File: src/rtl/core/apt_pkg.sv
// Shared types and constants of the adaptive pedestal tracker.
`default_nettype none

package apt_pkg;

    // Field widths of the command and report beats.
    localparam int CMD_W      = 2;
    localparam int CH_W       = 4;
    localparam int VAL_W      = 17;
    localparam int PED_W      = 20;
    localparam int THR_W      = 21;
    localparam int OCNT_W     = 24;

    // Configuration port.
    localparam int CFG_IDX_W  = 1;
    localparam int CFG_DATA_W = 16;
    localparam int MINP_W     = 16;
    localparam int NCH_W      = 5;
    localparam int TRIG_W     = 14;

    // Stored state widths.
    localparam int SUM_W      = 40;
    localparam int LIMIT_W    = 17;
    localparam int FRAC_W     = 4;
    localparam int DIVD_W     = SUM_W + FRAC_W;

    // Arithmetic constants.
    localparam logic [LIMIT_W-1:0] LIMIT_MAX  = 17'h1FFFF;
    localparam logic [LIMIT_W:0]   LIMIT_OFS  = 18'd100;
    localparam logic [THR_W-1:0]   THR_OFS    = 21'd240;
    localparam logic [PED_W-1:0]   PED_MAX    = 20'hFFFFF;
    localparam logic [OCNT_W-1:0]  OCNT_MAX   = 24'hFFFFFF;
    localparam logic [16:0]        DIV5_RECIP = 17'd52429;
    localparam int                 DIV5_SHIFT = 18;

    // Reset values of the configuration registers.
    localparam logic [MINP_W-1:0] MINP_RST  = 16'd500;
    localparam logic [TRIG_W-1:0] TRIG_RST  = TRIG_W'(500 / 5);
    localparam logic [NCH_W-1:0]  NCH_RST   = 5'd16;
    localparam int                MAX_RPT   = 16;

    typedef enum logic [CMD_W-1:0] {
        CMD_SAMPLE = 2'd0,
        CMD_LOAD   = 2'd1,
        CMD_REPORT = 2'd2,
        CMD_NONE   = 2'd3
    } t_cmd;

    typedef enum logic [CFG_IDX_W-1:0] {
        CFG_MIN_PEDS = 1'b0,
        CFG_NUM_CHAN = 1'b1
    } t_cfg_idx;

    typedef enum logic [2:0] {
        S_IDLE,
        S_MOD,
        S_LIM,
        S_WRD,
        S_WDIV,
        S_WWAIT
    } t_state;

    typedef struct packed {
        logic              start;
        logic [DIVD_W-1:0] dividend;
    } t_div_req;

    typedef struct packed {
        logic              busy;
        logic [DIVD_W-1:0] quot;
    } t_div_rsp;

    typedef struct packed {
        logic [CH_W-1:0]   out_channel;
        logic [PED_W-1:0]  pedestal_q4;
        logic [THR_W-1:0]  threshold_q4;
        logic [PED_W-1:0]  held_mean_q4;
        logic [OCNT_W-1:0] sample_count;
        logic              mean_updated;
        logic              last;
    } t_rpt;

endpackage

`default_nettype wire

File: src/rtl/core/apt_in_if.sv
// Command channel of the adaptive pedestal tracker.
`default_nettype none

interface apt_in_if;
    logic                 valid;
    logic                 ready;
    logic [apt_pkg::CMD_W-1:0] command;
    logic [apt_pkg::CH_W-1:0]  channel;
    logic [apt_pkg::VAL_W-1:0] value;

    modport source (output valid, output command, output channel, output value,
                    input ready);
    modport sink   (input valid, input command, input channel, input value,
                    output ready);
endinterface

`default_nettype wire

File: src/rtl/core/apt_out_if.sv
// Report channel of the adaptive pedestal tracker.
`default_nettype none

interface apt_out_if;
    logic                       valid;
    logic                       ready;
    logic [apt_pkg::CH_W-1:0]   out_channel;
    logic [apt_pkg::PED_W-1:0]  pedestal_q4;
    logic [apt_pkg::THR_W-1:0]  threshold_q4;
    logic [apt_pkg::PED_W-1:0]  held_mean_q4;
    logic [apt_pkg::OCNT_W-1:0] sample_count;
    logic                       mean_updated;
    logic                       last;

    modport source (output valid, output out_channel, output pedestal_q4,
                    output threshold_q4, output held_mean_q4, output sample_count,
                    output mean_updated, output last, input ready);
    modport sink   (input valid, input out_channel, input pedestal_q4,
                    input threshold_q4, input held_mean_q4, input sample_count,
                    input mean_updated, input last, output ready);
endinterface

`default_nettype wire

File: src/rtl/core/apt_div.sv
// Restoring divider, one quotient bit per cycle.
`default_nettype none

module apt_div #(
    parameter int CNT_W = 24
) (
    input  wire logic                    i_clk,
    input  wire logic                    i_rst_n,
    input  wire apt_pkg::t_div_req       i_req,
    input  wire logic [CNT_W-1:0]        i_divisor,
    output apt_pkg::t_div_rsp            o_rsp
);
    import apt_pkg::*;

    localparam int STEP_W = $clog2(DIVD_W);

    logic                r_busy;
    logic [STEP_W-1:0]   r_step;
    logic [CNT_W-1:0]    r_rem;
    logic [CNT_W-1:0]    r_dvs;
    logic [DIVD_W-1:0]   r_quo;

    logic [CNT_W:0]      trial;
    logic [CNT_W:0]      diff;
    logic                ge;

    // The dividend shifts out of the top of r_quo while quotient bits enter below.
    always_comb begin
        trial = {r_rem, r_quo[DIVD_W-1]};
        diff  = trial - {1'b0, r_dvs};
        ge    = (trial >= {1'b0, r_dvs});
    end

    always_ff @(posedge i_clk) begin
        if (!i_rst_n) begin
            r_busy <= 1'b0;
            r_step <= '0;
        end else if (i_req.start) begin
            r_busy <= 1'b1;
            r_step <= '0;
        end else if (r_busy) begin
            r_step <= r_step + 1'b1;
            if (r_step == STEP_W'(DIVD_W - 1)) begin
                r_busy <= 1'b0;
            end
        end
    end

    always_ff @(posedge i_clk) begin
        if (i_req.start) begin
            r_quo <= i_req.dividend;
            r_rem <= '0;
            r_dvs <= i_divisor;
        end else if (r_busy) begin
            r_quo <= {r_quo[DIVD_W-2:0], ge};
            r_rem <= ge ? diff[CNT_W-1:0] : trial[CNT_W-1:0];
        end
    end

    assign o_rsp.busy = r_busy;
    assign o_rsp.quot = r_quo;

endmodule

`default_nettype wire

File: src/rtl/core/adaptive_pedestal_tracker.sv
// Top level of the adaptive pedestal tracker: state memory, sequencer and report register.
// Sample and load beats read the channel entry when accepted and write it back from S_MOD;
// a sample that reaches the limit trigger first waits in S_LIM for the shared divider.
// A report beat walks the channels one at a time (read, divider launch, divider steps,
// hand-off to the report register), one divide per channel through the single divider.
// Reset is synchronous and active low; it clears the entry valid bits at once, so every entry
// reads as its reset value until first written, and no clearing pass is needed.
`default_nettype none

module adaptive_pedestal_tracker #(
    parameter int NUM_CHAN   = 16,
    parameter int COUNT_BITS = 24
) (
    input  wire logic                           i_clk,
    input  wire logic                           i_rst_n,
    apt_in_if.sink                              i_cmd,
    apt_out_if.source                           o_rpt,
    input  wire logic                           i_cfg_we,
    input  wire logic [apt_pkg::CFG_IDX_W-1:0]  i_cfg_idx,
    input  wire logic [apt_pkg::CFG_DATA_W-1:0] i_cfg_data
);
    import apt_pkg::*;

    // Address width of the state memory; channel numbers are widened to EXT_W before slicing.
    localparam int AW    = (NUM_CHAN > 1) ? $clog2(NUM_CHAN) : 1;
    localparam int EXT_W = 8;
    // Width in which counts are compared against output limits and thresholds.
    localparam int XW    = (COUNT_BITS > OCNT_W) ? COUNT_BITS : OCNT_W;
    // Channels a report can cover.
    localparam int RPT_LIM = (NUM_CHAN < MAX_RPT) ? NUM_CHAN : MAX_RPT;

    // One memory word holds the per-channel sum, count, limit and mean.
    typedef struct packed {
        logic [SUM_W-1:0]      sum;
        logic [COUNT_BITS-1:0] cnt;
        logic [LIMIT_W-1:0]    limit;
        logic [PED_W-1:0]      mean;
    } t_entry;

    localparam t_entry ENT_RST = '{sum: '0, cnt: '0, limit: LIMIT_MAX, mean: '0};

    // ------------------------------------------------------------------
    // Registers
    // ------------------------------------------------------------------
    t_state              r_state, n_state;
    logic [MINP_W-1:0]   r_min_peds;
    logic [TRIG_W-1:0]   r_trig;
    logic [NCH_W-1:0]    r_num_ch;
    logic [NCH_W-1:0]    r_nrep, n_nrep;
    logic [CH_W-1:0]     r_idx, n_idx;
    logic [AW-1:0]       r_addr, n_addr;
    logic                r_ch_ok, n_ch_ok;
    t_cmd                r_cmd, n_cmd;
    logic [VAL_W-1:0]    r_val, n_val;
    t_entry              r_ent, n_ent;
    logic [NUM_CHAN-1:0] r_vld;
    logic                r_ovld, n_ovld;
    t_rpt                r_rpt, n_rpt;

    // State memory and its registered read port.
    t_entry              mem [NUM_CHAN];
    t_entry              r_rd;
    logic                r_rd_vld;

    // ------------------------------------------------------------------
    // Combinational signals
    // ------------------------------------------------------------------
    logic                in_acc;
    logic [EXT_W-1:0]    ch_ext;
    logic [EXT_W-1:0]    idx_ext;
    logic [AW-1:0]       ch_addr;
    logic [AW-1:0]       idx_addr;
    logic [AW-1:0]       rd_addr;
    logic [AW-1:0]       wr_addr;
    logic                mem_we;
    t_entry              mem_wdata;
    t_entry              ent_cur;
    logic                slot_free;
    logic                out_load;

    logic [SUM_W:0]      sum_add;
    logic [SUM_W-1:0]    sum_new;
    logic [COUNT_BITS-1:0] cnt_new;
    logic                smp_take;
    logic                trig_hit;
    logic [LIMIT_W:0]    lim_sum;
    logic [LIMIT_W-1:0]  lim_new;
    logic [PED_W-1:0]    ped;
    logic                upd;
    logic [XW-1:0]       cnt_x;
    logic                last_rpt;

    logic [CFG_DATA_W+16:0] div5_prod;

    t_div_req            div_req;
    logic [COUNT_BITS-1:0] div_dvs;
    t_div_rsp            div_rsp;

    assign in_acc      = i_cmd.valid && i_cmd.ready;
    assign i_cmd.ready = (r_state == S_IDLE);

    assign ch_ext   = EXT_W'(i_cmd.channel);
    assign idx_ext  = EXT_W'(r_idx);
    assign ch_addr  = ch_ext[AW-1:0];
    assign idx_addr = idx_ext[AW-1:0];

    // While idle the read port follows the command channel so the entry is ready on the
    // cycle after the accept; otherwise it follows the report walk.
    assign rd_addr  = (r_state == S_IDLE) ? ch_addr : idx_addr;

    // An entry never written reads as its reset value.
    assign ent_cur   = r_rd_vld ? r_rd : ENT_RST;
    assign slot_free = !r_ovld || o_rpt.ready;

    // min_peds / 5 through a reciprocal multiply; exact over all 16-bit values.
    assign div5_prod = i_cfg_data * DIV5_RECIP;

    // Sample update arithmetic, all on the freshly read entry.
    always_comb begin
        sum_add  = {1'b0, ent_cur.sum} + (SUM_W + 1)'(r_val);
        sum_new  = sum_add[SUM_W] ? {SUM_W{1'b1}} : sum_add[SUM_W-1:0];
        cnt_new  = ent_cur.cnt + 1'b1;
        smp_take = r_ch_ok && (r_val <= ent_cur.limit) && (ent_cur.cnt != {COUNT_BITS{1'b1}});
        trig_hit = (XW'(cnt_new) == XW'(r_trig));
    end

    // Divider results: new limit after a trigger, pedestal during a report walk.
    always_comb begin
        lim_sum = {1'b0, div_rsp.quot[LIMIT_W-1:0]} + LIMIT_OFS;
        if ((|div_rsp.quot[DIVD_W-1:LIMIT_W]) || lim_sum[LIMIT_W]) begin
            lim_new = LIMIT_MAX;
        end else begin
            lim_new = lim_sum[LIMIT_W-1:0];
        end
        ped      = (|div_rsp.quot[DIVD_W-1:PED_W]) ? PED_MAX : div_rsp.quot[PED_W-1:0];
        cnt_x    = XW'(r_ent.cnt);
        upd      = (r_min_peds != '0) && (cnt_x > XW'(r_min_peds));
        last_rpt = ((NCH_W'(r_idx) + 1'b1) == r_nrep);
    end

    // ------------------------------------------------------------------
    // Sequencer
    // ------------------------------------------------------------------
    always_comb begin
        n_state   = r_state;
        n_nrep    = r_nrep;
        n_idx     = r_idx;
        n_addr    = r_addr;
        n_ch_ok   = r_ch_ok;
        n_cmd     = r_cmd;
        n_val     = r_val;
        n_ent     = r_ent;
        n_ovld    = r_ovld;
        n_rpt     = r_rpt;
        mem_we    = 1'b0;
        mem_wdata = r_ent;
        wr_addr   = r_addr;
        out_load  = 1'b0;
        div_req   = '{start: 1'b0, dividend: {r_ent.sum, {FRAC_W{1'b0}}}};
        div_dvs   = (r_ent.cnt == '0) ? COUNT_BITS'(1) : r_ent.cnt;

        if (r_ovld && o_rpt.ready) begin
            n_ovld = 1'b0;
        end

        case (r_state)
            S_IDLE: begin
                if (in_acc) begin
                    n_cmd   = t_cmd'(i_cmd.command);
                    n_val   = i_cmd.value;
                    n_addr  = ch_addr;
                    n_ch_ok = (ch_ext < EXT_W'(NUM_CHAN));
                    n_idx   = '0;
                    if (i_cmd.command == CMD_SAMPLE || i_cmd.command == CMD_LOAD) begin
                        n_state = S_MOD;
                    end else if (i_cmd.command == CMD_REPORT) begin
                        n_nrep = (r_num_ch < NCH_W'(RPT_LIM)) ? r_num_ch : NCH_W'(RPT_LIM);
                        if (n_nrep != '0) begin
                            n_state = S_WRD;
                        end
                    end
                end
            end

            S_MOD: begin
                // Read-modify-write of one entry. The next read of any entry starts only
                // after this write, so no forwarding path is needed.
                n_state = S_IDLE;
                if (r_cmd == CMD_LOAD) begin
                    mem_wdata       = ent_cur;
                    mem_wdata.limit = r_val;
                    mem_we          = r_ch_ok;
                end else if (smp_take) begin
                    n_ent     = '{sum: sum_new, cnt: cnt_new, limit: ent_cur.limit,
                                  mean: ent_cur.mean};
                    mem_wdata = n_ent;
                    if (trig_hit) begin
                        // Hold the write until the mean for the new limit is known.
                        div_req = '{start: 1'b1, dividend: DIVD_W'(sum_new)};
                        div_dvs = cnt_new;
                        n_state = S_LIM;
                    end else begin
                        mem_we = 1'b1;
                    end
                end
            end

            S_LIM: begin
                if (!div_rsp.busy) begin
                    mem_wdata       = r_ent;
                    mem_wdata.limit = lim_new;
                    mem_we          = 1'b1;
                    n_state         = S_IDLE;
                end
            end

            S_WRD: begin
                n_state = S_WDIV;
            end

            S_WDIV: begin
                n_ent   = ent_cur;
                div_req = '{start: 1'b1, dividend: {ent_cur.sum, {FRAC_W{1'b0}}}};
                div_dvs = (ent_cur.cnt == '0) ? COUNT_BITS'(1) : ent_cur.cnt;
                n_state = S_WWAIT;
            end

            S_WWAIT: begin
                if (!div_rsp.busy && slot_free) begin
                    out_load           = 1'b1;
                    n_ovld             = 1'b1;
                    n_rpt.out_channel  = r_idx;
                    n_rpt.pedestal_q4  = ped;
                    n_rpt.threshold_q4 = THR_W'(ped) + THR_OFS;
                    n_rpt.held_mean_q4 = upd ? ped : r_ent.mean;
                    n_rpt.sample_count = (cnt_x > XW'(OCNT_MAX)) ? OCNT_MAX : cnt_x[OCNT_W-1:0];
                    n_rpt.mean_updated = upd;
                    n_rpt.last         = last_rpt;
                    mem_wdata          = r_ent;
                    mem_wdata.mean     = ped;
                    mem_we             = upd;
                    wr_addr            = idx_addr;
                    if (last_rpt) begin
                        n_state = S_IDLE;
                    end else begin
                        n_idx   = r_idx + 1'b1;
                        n_state = S_WRD;
                    end
                end
            end

            default: begin
                n_state = S_IDLE;
            end
        endcase
    end

    // ------------------------------------------------------------------
    // Control registers
    // ------------------------------------------------------------------
    always_ff @(posedge i_clk) begin
        if (!i_rst_n) begin
            r_state    <= S_IDLE;
            r_ovld     <= 1'b0;
            r_vld      <= '0;
            r_min_peds <= MINP_RST;
            r_trig     <= TRIG_RST;
            r_num_ch   <= NCH_RST;
        end else begin
            r_state <= n_state;
            r_ovld  <= n_ovld;
            if (mem_we) begin
                r_vld[wr_addr] <= 1'b1;
            end
            if (i_cfg_we) begin
                case (t_cfg_idx'(i_cfg_idx))
                    CFG_MIN_PEDS: begin
                        r_min_peds <= i_cfg_data[MINP_W-1:0];
                        r_trig     <= div5_prod[DIV5_SHIFT +: TRIG_W];
                    end
                    CFG_NUM_CHAN: begin
                        r_num_ch <= i_cfg_data[NCH_W-1:0];
                    end
                    default: begin
                    end
                endcase
            end
        end
    end

    // Working registers of the sequencer; payload only, no reset.
    always_ff @(posedge i_clk) begin
        r_nrep  <= n_nrep;
        r_idx   <= n_idx;
        r_addr  <= n_addr;
        r_ch_ok <= n_ch_ok;
        r_cmd   <= n_cmd;
        r_val   <= n_val;
        r_ent   <= n_ent;
        r_rpt   <= n_rpt;
    end

    // State memory: one write port, one registered read port.
    always_ff @(posedge i_clk) begin
        if (mem_we) begin
            mem[wr_addr] <= mem_wdata;
        end
        r_rd     <= mem[rd_addr];
        r_rd_vld <= r_vld[rd_addr];
    end

    // ------------------------------------------------------------------
    // Shared divider
    // ------------------------------------------------------------------
    apt_div #(
        .CNT_W (COUNT_BITS)
    ) u_div (
        .i_clk     (i_clk),
        .i_rst_n   (i_rst_n),
        .i_req     (div_req),
        .i_divisor (div_dvs),
        .o_rsp     (div_rsp)
    );

    // ------------------------------------------------------------------
    // Report register drives the output beat.
    // ------------------------------------------------------------------
    assign o_rpt.valid        = r_ovld;
    assign o_rpt.out_channel  = r_rpt.out_channel;
    assign o_rpt.pedestal_q4  = r_rpt.pedestal_q4;
    assign o_rpt.threshold_q4 = r_rpt.threshold_q4;
    assign o_rpt.held_mean_q4 = r_rpt.held_mean_q4;
    assign o_rpt.sample_count = r_rpt.sample_count;
    assign o_rpt.mean_updated = r_rpt.mean_updated;
    assign o_rpt.last         = r_rpt.last;

`ifndef SYNTHESIS
    // The divider is never relaunched while a division is still running.
    a_div_no_restart: assert property (@(posedge i_clk) disable iff (!i_rst_n)
        div_req.start |-> !div_rsp.busy)
        else $error("divider started while busy");

    // A report never overwrites one that is still waiting to be taken.
    a_rpt_no_overwrite: assert property (@(posedge i_clk) disable iff (!i_rst_n)
        out_load |-> (!r_ovld || o_rpt.ready))
        else $error("report register overwritten");

    // The walk stays within the channels that the report covers.
    a_walk_in_range: assert property (@(posedge i_clk) disable iff (!i_rst_n)
        (r_state == S_WRD) |-> (NCH_W'(r_idx) < r_nrep))
        else $error("report walk beyond channel count");

    // No memory write coincides with an accepted command beat.
    a_no_write_on_accept: assert property (@(posedge i_clk) disable iff (!i_rst_n)
        in_acc |-> !mem_we)
        else $error("memory write while accepting a beat");
`endif

endmodule

`default_nettype wire
File: src/flat_wrapper.sv
// flat-port wrapper written by rule: the top's interface ports become plain ports
module adaptive_pedestal_tracker_flat import apt_pkg::*;
#(
    parameter int NUM_CHAN   = 16,
    parameter int COUNT_BITS = 24
)
  (i_clk, i_rst_n, i_cfg_we, i_cfg_idx, i_cfg_data, i_cmd_valid, i_cmd_command, i_cmd_channel, i_cmd_value, i_cmd_ready, o_rpt_valid, o_rpt_out_channel, o_rpt_pedestal_q4, o_rpt_threshold_q4, o_rpt_held_mean_q4, o_rpt_sample_count, o_rpt_mean_updated, o_rpt_last, o_rpt_ready);
  apt_in_if i_cmd_i ();
  apt_out_if o_rpt_i ();
  input  wire logic i_clk;
  input  wire logic i_rst_n;
  input  wire logic i_cfg_we;
  input  wire logic [apt_pkg::CFG_IDX_W-1:0] i_cfg_idx;
  input  wire logic [apt_pkg::CFG_DATA_W-1:0] i_cfg_data;
  input wire logic [$bits(i_cmd_i.valid)-1:0] i_cmd_valid;
  input wire logic [$bits(i_cmd_i.command)-1:0] i_cmd_command;
  input wire logic [$bits(i_cmd_i.channel)-1:0] i_cmd_channel;
  input wire logic [$bits(i_cmd_i.value)-1:0] i_cmd_value;
  output wire logic [$bits(i_cmd_i.ready)-1:0] i_cmd_ready;
  output wire logic [$bits(o_rpt_i.valid)-1:0] o_rpt_valid;
  output wire logic [$bits(o_rpt_i.out_channel)-1:0] o_rpt_out_channel;
  output wire logic [$bits(o_rpt_i.pedestal_q4)-1:0] o_rpt_pedestal_q4;
  output wire logic [$bits(o_rpt_i.threshold_q4)-1:0] o_rpt_threshold_q4;
  output wire logic [$bits(o_rpt_i.held_mean_q4)-1:0] o_rpt_held_mean_q4;
  output wire logic [$bits(o_rpt_i.sample_count)-1:0] o_rpt_sample_count;
  output wire logic [$bits(o_rpt_i.mean_updated)-1:0] o_rpt_mean_updated;
  output wire logic [$bits(o_rpt_i.last)-1:0] o_rpt_last;
  input wire logic [$bits(o_rpt_i.ready)-1:0] o_rpt_ready;
  assign i_cmd_i.valid = i_cmd_valid;
  assign i_cmd_i.command = i_cmd_command;
  assign i_cmd_i.channel = i_cmd_channel;
  assign i_cmd_i.value = i_cmd_value;
  assign i_cmd_ready = i_cmd_i.ready;
  assign o_rpt_valid = o_rpt_i.valid;
  assign o_rpt_out_channel = o_rpt_i.out_channel;
  assign o_rpt_pedestal_q4 = o_rpt_i.pedestal_q4;
  assign o_rpt_threshold_q4 = o_rpt_i.threshold_q4;
  assign o_rpt_held_mean_q4 = o_rpt_i.held_mean_q4;
  assign o_rpt_sample_count = o_rpt_i.sample_count;
  assign o_rpt_mean_updated = o_rpt_i.mean_updated;
  assign o_rpt_last = o_rpt_i.last;
  assign o_rpt_i.ready = o_rpt_ready;
  adaptive_pedestal_tracker #(.NUM_CHAN(NUM_CHAN), .COUNT_BITS(COUNT_BITS)) u_core (.i_clk(i_clk), .i_rst_n(i_rst_n), .i_cmd(i_cmd_i), .o_rpt(o_rpt_i), .i_cfg_we(i_cfg_we), .i_cfg_idx(i_cfg_idx), .i_cfg_data(i_cfg_data));
endmodule
File: config.mk
export PLATFORM = sky130hd
export DESIGN_NAME = adaptive_pedestal_tracker_flat
export DESIGN_NICKNAME = d
export VERILOG_FILES = /design/src/rtl/core/apt_pkg.sv /design/src/rtl/core/apt_in_if.sv /design/src/rtl/core/apt_out_if.sv /design/src/rtl/core/apt_div.sv /design/src/rtl/core/adaptive_pedestal_tracker.sv /design/src/flat_wrapper.sv
export SDC_FILE = /design/constraint.sdc
export NUM_CORES = 2
export LEC_CHECK = 0
export ABC_AREA = 1
export BUFFER_PORTS_ARGS = -buffer_cell sky130_fd_sc_hd__buf_2
export CORE_MARGIN = 2
export CORE_UTILIZATION = 25
export CTS_CLUSTER_SIZE = 30
export DETAILED_ROUTE_END_ITERATION = 8
export PLACE_DENSITY = 0.49
export SKIP_CTS_REPAIR_TIMING = 1
export SYNTH_ARGS = -nofsm -noshare
export SYNTH_HDL_FRONTEND = slang
export SYNTH_SLANG_ARGS = --single-unit
File: constraint.sdc
create_clock -name i_clk -period 13.9 [get_ports i_clk]
set_clock_uncertainty 0.15 [all_clocks]
set_input_delay 1.39 -clock i_clk [delete_from_list [all_inputs] [get_ports i_clk]]
set_output_delay 1.39 -clock i_clk [all_outputs]
set_load 0.02 [all_outputs]
* Yosys cells after proc, flatten, opt, wreduce, memory -nomap -nowiden
Memory sizes are Yosys's and may differ from the RTL's. A register that Yosys moved wholly into a read port is not among the register bits.
Index checks and enable logic that the tools add are counted.
** Storage, ports and cells
- Register bits after elaboration :: 380
- RAM bits :: 1616
- Input bits :: 45
- Memories kept :: 1
** Operators by class
- $add $sub $neg :: 8
- Multiply operators :: 1
- $lt $le $gt $ge :: 9
- Eq/ne operators :: 19
- Multiplexer cells :: 62
- Bitwise operators :: 4
- Reductions and logical operators :: 32
** Memories
- u_core.mem :: depth 16, width 101, rd ports 1, clocked after Yosys merged registers in 1, write ports 1, RTL line adaptive_pedestal_tracker.sv:61 : t_entry mem [NUM_CHAN];
** Operator list (count)
- two-way mux 101 bit :: 4
- case mux 101 bit (3 select lines) :: 1
- case mux 101 bit (2 select lines) :: 1
- two-way mux 24 bit :: 6
- two-way mux 45 bit :: 3
- case mux 45 bit (2 select lines) :: 1
- two-way mux 44 bit :: 2
- two-way mux 20 bit :: 3
- zero test 24 bit :: 2
- case mux 24 bit (2 select lines) :: 1
- adder 40 x 17 -> 41 bit :: 1
- two-way mux 40 bit :: 1
- two-way mux 37 bit :: 1
- multiplier 16 x 16 -> 32 bit, second input constant :: 1
- OR reduction 27 bit :: 1
- greater-or-equal comparator 25 x 24 -> 1 bit :: 1
- adder 24 x 1 -> 24 bit, second input constant :: 1
- == test 24 x 14 -> 1 bit :: 1
- > comparator 24 x 16 -> 1 bit :: 1
- > comparator 24 bit, second input constant :: 1
- two-way mux 3 bit :: 8
- two-way mux 4 bit :: 6
- inequality test 24 bit, second input constant :: 1
- OR reduction 24 bit :: 1
- other kinds (43) :: 85

* Depth between registers and ports, before layout
- Depth after elaboration :: 10
- Gate-level depth with buffers :: 27
- Gate-level depth less buffers :: 27

* Cells and area by module
Synthesis repeated with hierarchy kept, for this count alone.
** Second synthesis, totals
- Cells, all modules :: 9012
- Area, all modules :: 96299.9 sq um
** By module, submodules not included
- adaptive_pedestal_tracker :: times used 1, cells each 8200, area each 90341.6 sq um, sequential area each 58275.9 sq um
- apt_div :: times used 1, cells each 812, area each 5958.2 sq um, sequential area each 2662.6 sq um

* Least setup slack after synthesis
OpenSTA, ideal clock, no wires.
- Path type :: reg2reg
- Start :: register u_core.r_rd_vld
- End :: memory u_core.mem[11][0] (netlist name), enable pin
- Setup time :: 0.685 ns
- Arrival time :: 9.810 ns
- Required time :: 13.065 ns
- Path slack :: 3.255 ns
- Stages on the path, launching flop included :: 25
- Clock period less this slack :: 10.645 ns
- Cell sequence :: dfxtp_1 > buf_4 > buf_4 > buf_4 > buf_2 > inv_1 > buf_1 > nor2_1 > ha_1 > a21oi_1 > o21ai_0 > nand2_1 > o211ai_1 > nand2_1 > nand3_1 > nand2_1 > nand2_1 > inv_2 > nand2_1 > nand2_1 > nand2_1 > nand2_1 > buf_2 > inv_1 > nor3_1
** On the way
- Word-level cells in the longest chain between the ends :: 9
- Elaborated cells on any way between the ends :: 13
- Classes of those cells :: add/sub: 1; order compare: 1; eq/ne: 2; mux: 7; reduce/logical: 2
** Ends and longest elaborated chain
- start: declaration :: RTL line adaptive_pedestal_tracker.sv:63 : logic r_rd_vld;
- start signal: assignment :: RTL line adaptive_pedestal_tracker.sv:309 : r_rd_vld <= r_vld[rd_addr];
- two-way mux 101 bit * :: RTL line adaptive_pedestal_tracker.sv:112 : assign ent_cur = r_rd_vld ? r_rd : ENT_RST;
- adder 24 x 1 -> 24 bit / less-or-equal comparator 17 bit (equally long branches) :: RTL line adaptive_pedestal_tracker.sv:122, adaptive_pedestal_tracker.sv:123
- == test 24 x 14 -> 1 bit / logical AND 1 bit (equally long branches) :: RTL line adaptive_pedestal_tracker.sv:124, adaptive_pedestal_tracker.sv:123
- two-way mux 1 bit / logical AND 1 bit (equally long branches) :: RTL line adaptive_pedestal_tracker.sv:197, adaptive_pedestal_tracker.sv:123
- two-way mux 1 bit * :: RTL line adaptive_pedestal_tracker.sv:193 : end else if (smp_take) begin
- two-way mux 1 bit * :: RTL line adaptive_pedestal_tracker.sv:189 : if (r_cmd == CMD_LOAD) begin
- case mux 1 bit (3 select lines) * :: RTL line adaptive_pedestal_tracker.sv:166 : case (r_state)
- two-way mux 1 bit * :: RTL line adaptive_pedestal_tracker.sv:305 : if (mem_we) begin
- two-way mux 1 bit (implied by the code) * :: RTL line adaptive_pedestal_tracker.sv:306 : mem[wr_addr] <= mem_wdata;
- end: declaration :: RTL line adaptive_pedestal_tracker.sv:61
Every way passes the cells marked *; elsewhere a longest branch is shown, timed or not.

* Worst setup path after layout
- Start :: register u_core.r_rd_vld
- End :: memory u_core.mem[10][34] (netlist name), enable pin
Same word-level chain as after synthesis.

==> flow_metrics.py <==
metrics = {
    "run_status": {
        "status": "finished clean",
    },
    "setup_path": {
        "crit_path_frequent_cell": "nand2_1",
        "crit_type": "reg -> reg",
        "worstReg2RegStart": "u_core.r_rd_vld",
        "path_cells": "inv_1, nor2_1, ha_1, a21oi_1, o21ai_0, a21oi_1, nand3_1, nand2_1, nand2_4, inv_4, nand2_1, nand2_1, nand2_1, nand2_1, nand2_1, inv_6, buf_4, buf_4",
        "r2r_cells": 18,
        "cp.required_ns": 14.20,
        "critPathMaxStageDelay_ns": 0.72,
        "cp.arrival_ns": 7.08,
        "reg2reg_to": "u_core.mem[10][34]",
        "rrSetupSlack_ns": 7.12,
        "critPathLaunchType": "flop",
        "worstPathMaxFanout": 46,
        "slowest_stage": "buf_4",
        "endpoint_kind": "flop",
    },
    "routing": {
        "avgViaCountPerCell": 4.98,
        "ant_nets": 0,
        "drt_iter0_markers": 6979,
        "wirelength_microns": 312000,
        "wl_per_cell_microns": 22.6,
        "firstDrtPassIters": 8,
        "num_vias": 68800,
        "drc": 0,
    },
    "floorplan": {
        "fp.dieW_microns": 620,
        "core_sq_um": 378000,
        "die_h_microns": 620,
        "initial_core_util_pct": 25.1,
        "ios": 138,
        "num_rows": 226,
        "die_area_sq_um": 384000,
    },
    "sta": {
        "fin_crit_sh_pct": 48.8,
        "maxSlewViolCount": 0,
        "fmax_mhz": 147,
        "tightest_slew_ns": 1.35,
        "final.setup.tns_ns": 0,
        "slew_headroom_pct": 9.14,
        "hold_viol_final": 0,
        "rsz0062_at_grt": "false",
        "period_needed_ns": 6.78,
        "setup_viol": 0,
    },
    "yosys": {
        "synth-async-reset-ratio_pct": 0,
        "synth_edf_count": 1904,
        "postSynthAreaPerCell_sq_um": 11.0,
        "post_synth_inst_count": 8616,
        "ys_warn_count": 0,
        "netlist.area_leader.share_pct": 60.3,
        "ys_seq_elements": 2092,
        "ys.flop_type": "edfxtp_1",
        "yosysSeqAreaShare_pct": 64.3,
        "synth_nets": 8953,
        "ys_types": 51,
        "synthTopCellsByArea": "edfxtp_1 60%, o21ai_0 6.9%, nor2_1 4.5%",
        "netlist_area_sq_um": 94800,
        "synth_top_cell_by_area": "edfxtp_1",
    },
    "final_layout": {
        "area_delta_synth_final_pct": 14.9,
        "finalNetCount": 8941,
        "fin_util_pct": 28.8,
        "drive_gt1_share_pct": 8.61,
        "nFillCells": 39000,
    },
    "grt": {
        "grt_pass1_wl_microns": 453000,
        "grt_use_total_pct": 15.6,
        "antenna_found_initial": 11,
        "grt_overflow": 0,
        "grt_pass1_vias": 66400,
        "grt_max_degree": 169,
    },
    "clock_tree": {
        "clk_path_buf_depth": 4,
        "cts_buffers": 228,
        "clkTransAtPathRegs_ns": 0.06,
        "insertion_delay_ns": 0.93,
        "cts_root_buf": "clkbuf_16",
        "cts.sinks": 2092,
        "cts_tree": "done",
        "cts.htree.levels": 4,
    },
    "power_and_ir_drop": {
        "peakVddDrop_mv": 0.111,
        "p_per_area_nw_per_um2": 179,
        "power_uw": 19500,
        "p_leak_uw": 0.0380,
    },
    "placed_design": {
        "globalplace.congestion": 0.902,
        "hpwl_microns": 186000,
        "numPortBuffers": 137,
    },
    "worst_hold_path": {
        "hold_depth": 2,
        "hold_class": "reg -> reg",
        "min_from": "u_core.r_vld[11]",
        "whs_endpoint": "u_core.r_vld[11]",
    },
    "flow_run": {
        "drv_cap": 0,
    },
}
-- critical path: cells and delay by family, from the launching register on --
| family | cells | cell delay [ns] |
|---|---|---|
| flip-flops | 1 | 0.66 |
| adder cells (fa/ha/maj) | 1 | 0.30 |
| buffers and inverters | 5 | 2.70 |
| AND/OR/NAND/NOR | 9 | 1.84 |
| AO/OA/AOI/OAI | 3 | 0.53 |
-- metrics by stage --
stage	setup WS (ns)	instance area, sq um	hold WS [ns]	instances
floorplan	3.25	94800	0.277	8616
global placement	6.80	101000	0.284	13400
detailed placement	6.97	101000	0.289	13400
CTS	7.08	109000	0.298	13800
global route	6.63	109000	0.318	13800
finish	7.12	109000	0.302	13800
-- worst max-delay path by stage --
stage / startpoint / end / slack, ns / cells after the start
finish: u_core.r_rd_vld / u_core.mem[10][34] / 7.12 / 18
global route: u_core.r_rd_vld / u_core.mem[10][34] / 6.63 / 20
global placement: i_cfg_data[4] / u_core.r_trig[11] / 6.80 / 25
CTS: u_core.r_rd_vld / u_core.mem[10][34] / 7.08 / 18
detailed placement: i_cfg_data[4] / u_core.r_trig[11] / 6.97 / 26
floorplan: u_core.r_rd_vld / u_core.mem[11][0] / 3.25 / 24
-- final cells by class --
class / instances / area, sq um / area share [%]
inverters: 603 / 2380 / 2.18
multi-input cells: 5381 / 29700 / 27.2
repair buffers: 298 / 1980 / 1.82
flip-flops and latches: 2092 / 60900 / 55.9
clock inverters: 118 / 1430 / 1.32
clock buffers: 301 / 6250 / 5.74
diodes: 3 / 7.51 / 0.00689
well taps: 5016 / 6280 / 5.76
-- per-layer routing --
layer / track usage, % / up-vias / wire length, microns
met2: 25.2 / 2498 / 143000
met4: 4.69 / 2 / 9100
met1: 21.9 / 34800 / 140000
met3: 1.97 / 481 / 19400
met5: 0 / - / 13
li1: - / 31100 / -
-- where the power goes --
group	internal, uW	switching (uW)
Sequential	7690	255
Clock	3710	2550
Combinational	1460	3850
Total	12900	6660
-- logic make-up after synthesis --
kind of cell	after synthesis	share of synthesized area, %
and+or+nand+nor	2670	11.5
AOI/OAI and AO/OA	2341	14.4
DFF	2092	64.3
buffers and inverters	1143	4.62
adders and majority gates	292	4.49
xor gates and xnor gates	76	0.702
muxes	2	0.0211
-- registers in the layout, summed over array words and instances, names as in the netlist, 5 cells and up --
register and flops:
u_core.r_rd 101, u_core.r_trig 14, u_core.mem 1616, u_core.u_div.r_quo 44, u_core.u_div.r_step 6, u_core.o_rpt.sample_count 24
u_core.r_val 17, u_core.o_rpt.pedestal_q4 16, u_core.r_ent 77, u_core.o_rpt.held_mean_q4 20, u_core.cnt_x 24, u_core.r_min_peds 16
u_core.o_rpt.threshold_q4 21, u_core.u_div.r_dvs 24, u_core.r_vld 16, u_core.r_nrep 5, u_core.u_div.r_rem 24, u_core.r_num_ch 5
-- synth_stat cells (3+ instances only) --
cell type,instances
edfxtp_1,1904
o21ai_0,1301
nor2_1,1134
nand2_1,1055
inv_1,582
clkbuf_1,460
a21oi_1,343
o221ai_1,288
nand3_1,275
ha_1,211
o211ai_1,200
dfxtp_1,188
o22ai_1,124
nand4_1,96
fa_1,81
xor2_1,57
buf_1,38
nor3_1,35
buf_2,28
or2_2,25
nor4_1,20
xnor2_1,19
inv_2,17
o2111ai_1,17
o21ai_1,13
a31oi_1,12
buf_4,12
a21o_1,8
a221oi_1,8
nand3b_1,7
nor2_2,7
a22oi_1,6
o21bai_1,6
clkinv_1,4
nand2_2,4
o21a_1,4
nand3_2,3
o311ai_0,3
-- cells in the final DEF, fill, tap and decap left out, types with 23 or more instances in the layout --
cell / count
buf_2: 137
inv_1: 563
clkbuf_1: 48
nand2_1: 1053
edfxtp_1: 1904
xor2_1: 57
a21oi_1: 343
clkinv_2: 48
fa_1: 81
o211ai_1: 200
nand3_1: 274
clkbuf_16: 230
clkbuf_8: 23
bufinv_16: 30
ha_1: 211
clkinv_1: 27
nor2_1: 1126
nor3_1: 33
or2_2: 25
dfxtp_1: 187
o221ai_1: 288
o22ai_1: 124
buf_4: 154
o21ai_0: 1278
nand4_1: 96
No activity file was read; power rests on OpenSTA's default activity.
